$ cat src/hw/rtl/alpc_pkg.sv
// Package with the constants and types shared by the loop pair counter files.
package alpc_pkg;

    localparam int NUM_ACTIVITIES = 32;
    localparam int COUNT_WIDTH    = 32;
    localparam int CASE_WIDTH     = 32;

    localparam int ACT_W      = 5;
    localparam int CASE_IN_W  = 32;
    localparam int COUNT_OUT_W = 32;
    localparam int DEPTH      = NUM_ACTIVITIES * NUM_ACTIVITIES;
    localparam int ADDR_W     = $clog2(DEPTH);
    localparam int ACT_CMP_W  = 9;

    localparam logic [ACT_CMP_W-1:0] ACT_LIMIT   = ACT_CMP_W'(NUM_ACTIVITIES);
    localparam logic [COUNT_WIDTH-1:0] COUNT_MAX = {COUNT_WIDTH{1'b1}};
    localparam logic [ADDR_W-1:0] LAST_ADDR      = ADDR_W'(DEPTH - 1);

    localparam logic REQ_EVENT = 1'b0;
    localparam logic REQ_READ  = 1'b1;

    typedef struct packed {
        logic              is_read;
        logic              hit;
        logic              pair_ok;
        logic [ACT_W-1:0]  loop_act;
        logic [ACT_W-1:0]  mid_act;
    } t_lookup;

    typedef struct packed {
        logic                   loop_found;
        logic [ACT_W-1:0]       loop_act;
        logic [ACT_W-1:0]       mid_act;
        logic [COUNT_OUT_W-1:0] count;
    } t_result;

    typedef struct packed {
        logic busy;
        logic s1_valid;
    } t_store_status;

    function automatic logic pair_valid(logic [ACT_W-1:0] a, logic [ACT_W-1:0] b);
        return (ACT_CMP_W'(a) < ACT_LIMIT) && (ACT_CMP_W'(b) < ACT_LIMIT);
    endfunction

    function automatic logic [ADDR_W-1:0] pair_addr(logic [ACT_W-1:0] a,
                                                    logic [ACT_W-1:0] b);
        return ADDR_W'(32'(a) * NUM_ACTIVITIES + 32'(b));
    endfunction

endpackage

$ cat src/hw/rtl/alpc_history.sv
// Event history of the last two logged events and the loop detection on it.
module alpc_history (
    input  logic                           i_clk,
    input  logic                           i_rst_n,
    input  logic                           i_accept,
    input  logic                           i_req_type,
    input  logic [alpc_pkg::CASE_IN_W-1:0] i_case_id,
    input  logic [alpc_pkg::ACT_W-1:0]     i_activity,
    input  logic [alpc_pkg::ACT_W-1:0]     i_query_middle,
    output alpc_pkg::t_lookup              o_lookup
);
    logic [alpc_pkg::CASE_WIDTH-1:0] r_prev_case, r_older_case, n_case;
    logic [alpc_pkg::ACT_W-1:0]      r_prev_act, r_older_act;
    logic [1:0]                      r_fill;
    logic                            loop_hit;

    assign n_case = alpc_pkg::CASE_WIDTH'(i_case_id);

    assign loop_hit = (r_fill == 2'd2) && (n_case == r_older_case) &&
                      (i_activity == r_older_act) && (i_activity != r_prev_act) &&
                      alpc_pkg::pair_valid(i_activity, r_prev_act);

    always_comb begin
        o_lookup = '0;
        if (i_req_type == alpc_pkg::REQ_READ) begin
            o_lookup.is_read  = 1'b1;
            o_lookup.pair_ok  = alpc_pkg::pair_valid(i_activity, i_query_middle);
            o_lookup.loop_act = i_activity;
            o_lookup.mid_act  = i_query_middle;
        end else begin
            o_lookup.hit      = loop_hit;
            o_lookup.pair_ok  = loop_hit;
            o_lookup.loop_act = loop_hit ? i_activity : '0;
            o_lookup.mid_act  = loop_hit ? r_prev_act : '0;
        end
    end

    always_ff @(posedge i_clk) begin
        if (!i_rst_n) begin
            r_prev_case  <= '0;
            r_prev_act   <= '0;
            r_older_case <= '0;
            r_older_act  <= '0;
            r_fill       <= '0;
        end else if (i_accept && i_req_type == alpc_pkg::REQ_EVENT) begin
            r_older_case <= r_prev_case;
            r_older_act  <= r_prev_act;
            r_prev_case  <= n_case;
            r_prev_act   <= i_activity;
            if (r_fill != 2'd2) begin
                r_fill <= r_fill + 2'd1;
            end
        end
    end
endmodule

$ cat config.mk
export PLATFORM = sky130hd
export DESIGN_NAME = alpc_history
export DESIGN_NICKNAME = d
export VERILOG_FILES = /design/src/hw/rtl/alpc_pkg.sv /design/src/hw/rtl/alpc_history.sv
export SDC_FILE = /design/constraint.sdc
export NUM_CORES = 1
export LEC_CHECK = 0
export ABC_AREA = 1
export BUFFER_PORTS_ARGS = -buffer_cell sky130_fd_sc_hd__buf_2
export CORE_AREA = 2 2 82 115
export DETAILED_ROUTE_END_ITERATION = 16
export DIE_AREA = 0 0 84 117
export PLACE_DENSITY = 0.7
export SLEW_MARGIN = 10
export SYNTH_ARGS = -nofsm -noshare
export SYNTH_HDL_FRONTEND = slang
export SYNTH_SLANG_ARGS = --single-unit
$ cat constraint.sdc
create_clock -name i_clk -period 3.7 [get_ports i_clk]
set_input_delay 0.74 -clock i_clk [delete_from_list [all_inputs] [get_ports i_clk]]
set_output_delay 0.74 -clock i_clk [all_outputs]
set_load 0.02 [all_outputs]
# After elaboration in Yosys (flattened, before gate mapping)
# Index checks and enable logic that the tools add are counted.
# Widths: inputs -> output; s select.
[totals]
latchBits = 0
memories = 0
elab_cells = 22
register_bits = 76
out_inout_bits = 13
romBits = 0
mem_bits_rw = 0
[classes]
shift = 0
n_mux = 5
bitwise = 1
mul = 0
n_reduce_logical = 5
addsub = 1
div_mod_pow = 0
magnitude_cmp = 0
n_eq_ne = 5
[ops]
columns = ["operator", "n"]
rows = [
  ["$eq 32x32->1", 1],
  ["$mux 11", 1],
  ["$mux 5", 2],
  ["$eq 5x5->1", 1],
  ["$ne 5x5->1", 1],
  ["$logic_and 1x1->1", 4],
  ["$add 2x1->2 const B", 1],
  ["$eq 2x2->1 const B", 1],
  ["$mux 1", 2],
  ["$ne 2x2->1 const B", 1],
  ["$reduce_and 2->1", 1],
  ["$not 1->1", 1],
]

# Longest topological paths before layout
[logic_depth]
ltp_word = 6
depth_mapped = 10

# Worst setup path after synthesis
# No wires, ideal clock.
[synth_path]
path_type = "input port to output port"
from = "in i_case_id[21] (netlist name)"
to = "out o_lookup[11] (netlist name)"
t_arrival_ps = 1723
path_buffers = 0
slack_ps = 1237
path_stages = 10
required_ps = 2960
cell_sequence = "inv_1 -> nand2_1 -> nand2_1 -> nor2_1 -> nand2_1 -> nor2_1 -> nand2_1 -> nor2_4 -> nand2_4 -> nor2_1"
[synth_lines]
columns = ["element", "line", "source"]
rows = [
  ["from (decl)", "alpc_history.sv:7", "input logic [alpc_pkg::CASE_IN_W-1:0] i_case_id,"],
  ["to (decl)", "alpc_history.sv:10", "output alpc_pkg::t_lookup o_lookup"],
]

==> results_dict.tcl <==
set metrics [dict create \
    syn_area_per_cell_um2 6.857 \
    fin_crit_sh 0.7629 \
    crit_slowest_cell "nor2_1" \
    cts_tree "built" \
    outcome "complete, no violations" \
    drive_above_1_share 0.1700 \
    cts_setup_buffers 0 \
    setup_tns_ns 0 \
    num_vias 3187 \
    cpPeakStageDelay_ns 0.19 \
    drt_pre_antenna_iters 5 \
    numPortBuffers 58 \
    hold_viol 0 \
    wl_per_cell_um 11.72 \
    required_ns 2.96 \
    ys_seq_area_frac 0.4420 \
    p_leak_nw 1.902 \
    track_usage 0.1648 \
    placed_area_um2 3779 \
    path_class "input pin to primary output" \
    max_freq_mhz 354.3 \
    path_max_fanout 7 \
    clockRootBuffer "clkbuf_16" \
    instances_no_fill 660 \
    place_inst 644 \
    syn_inst 502 \
    yosys_warnings 0 \
    cts_hold_buf 0 \
    met2_length_um 3738 \
    initial_core_util 0.3878 \
    cts_buffers 9 \
    total_power_mw 1.954 \
    die_area_um2 9828 \
    tightest_slew_ns 1.075 \
    first_global_vias 2948 \
    gr-total-overflow 0 \
    vdd_drop_max_mv 0.2671 \
    synth_seq_cells 76 \
    hold_class "flop to flop" \
    worstPathArrival_ns 2.08 \
    power.density_nw_per_um2 481.1 \
    clock_latency_ns 0.33 \
    floorplan.core_area_um2 8875 \
    fin_area_um2 4061 \
    clk_pin_slew_ns 0.06 \
    antenna_found_initial 0 \
    die_h_um 117 \
    dieWidth_um 84 \
    pre_cts_slack_ns 0.8837 \
    end_kind "primary output" \
    met1_length_um 3423 \
    maxSlewViolCount 0 \
    area_delta_synth_final_pct 17.99 \
    postCtsResizedCells 0 \
    cp_top_family "simple AND/OR/NAND/NOR gates" \
    io_pins 59 \
    fill_cells 920 \
    fin_util 0.4576 \
    fin_hold_ws_ns 0.4698 \
    period_needed_ns 2.823 \
    num_rows 41 \
    yosysUniqueCellTypes 22 \
    synth_area_um2 3442 \
    postLayoutSetupSlackWorst_ns 0.8773 \
    drtAntennaViolNets 0 \
    drv_cap 0 \
    setup_viol 0 \
    cp_common_cell "nand2_1" \
    clock_sinks 76 \
    rsz0062_at_grt "false" \
    grt_max_degree 77 \
    viasPerCell 4.829 \
    worstPathCellList "buf_2 -> inv_1 -> nand2_1 -> nand2_1 -> nor2_1 -> nand2_1 -> nor2_1 -> nand2_2 -> nor2_4 -> nand2_4 -> a21oi_2 -> buf_2" \
    cts_buffer_depth 2 \
    drt_first_iter_violations 146 \
    cts_max_level 3 \
    drc_errors 0 \
    post-dp-hpwl_um 5329 \
    final_nets 595 \
    skew_ns 0.003942 \
    place_congestion 0.8198 \
    cp-start-kind "input pin" \
    totalWireLength_um 7738 \
    top_layer_used "met4" \
    grt_pass1_wl_um 12920 \
    diodes 0 \
    syn_nets 549 \
    met3_length_um 360 \
    max_slew_margin 0.2836 \
    critPathBufInv 3 \
]
layer usage:
| metal | track usage | vias to the layer above |
|---|---|---|
| met1 | 0.1921 | 1425 |
| li1 | - | 1685 |
| met4 | 0.08065 | 0 |
| met2 | 0.2837 | 63 |
| met5 | 0 | - |
| met3 | 0.04208 | 14 |
flip-flops by register name (all words and copies together), names as in the netlist:
signal and flops:
r_prev_case 32, r_older_case 32, r_prev_act 5, r_fill 2
r_older_act 5
layout by cell type (no fill, tap or decap):
cell type	n
inv_1	60
nand2_1	106
clkbuf_16	9
xor2_1	2
dfxtp_1	76
a21oi_1	60
buf_4	3
clkbuf_1	3
clkbuf_8	3
nand2_4	1
xnor2_1	6
or2_2	3
o21ai_0	78
nand3_1	2
nor2_4	2
nand4_1	9
inv_2	6
nand2_2	2
nor2_2	1
a21oi_2	5
nor2_1	56
ha_1	1
clkinv_2	1
buf_2	58
power by group:
part	leakage [nW]	switching, mW	internal (mW)	total (mW)
Clock	0.140	0.313	0.509	0.822
Combinational	1.14	0.144	0.0883	0.232
Sequential	0.627	0.0269	0.873	0.900
Total	1.90	0.484	1.47	1.95
path summary, 6_finish.rpt:
path | from | endpoint | slack (ns) | cells past startpoint
max | i_case_id[6] | o_lookup[8] | 0.88 | 12
min | r_older_case[29] | r_older_case[29] | 0.47 | 2
max reg2reg | r_fill[0] | r_fill[0] | 2.64 | 6
min reg2reg | r_older_case[29] | r_older_case[29] | 0.47 | 2
logic make-up (layout without fill, tap and decap cells):
family,count (synthesis),count (layout),synth area share
xor gates and xnor gates,8,8,0.02036
buffers and inverters,92,143,0.1047
AOI/OAI and AO/OA,143,143,0.2134
and+or+nand+nor,182,182,0.2159
DFF,76,76,0.4420
adders and majority gates,1,1,0.003634
final cells by class:
type,count,area [um^2],share of cell area
tap,107,133.9,0.03296
inverter,66,247.7,0.06100
clock buffer,15,277.8,0.06839
timing repair buffer,61,312.8,0.07702
multi-input combinational,334,1563,0.3848
sequential,76,1521,0.3746
clock inverter,1,5.005,0.001232
synth_stat cells, drive strengths merged:
cell type	n	share of area
ha	1	0.0036
o21ai	78	0.11
inv	66	0.072
xor2	2	0.0051
buf	11	0.016
dfxtp	76	0.44
a21oi	65	0.10
or2	3	0.0055
nor2	59	0.069
nand3	2	0.0029
nand2	109	0.12
clkbuf	15	0.016
nand4	9	0.016
xnor2	6	0.015
tightest hold or removal path, cell delays in order, from the launching register on:
cell and delay [ns]:
dfxtp_1 0.31, inv_1 0.06, a21oi_1 0.06
(Power assumes the default switching activity.)
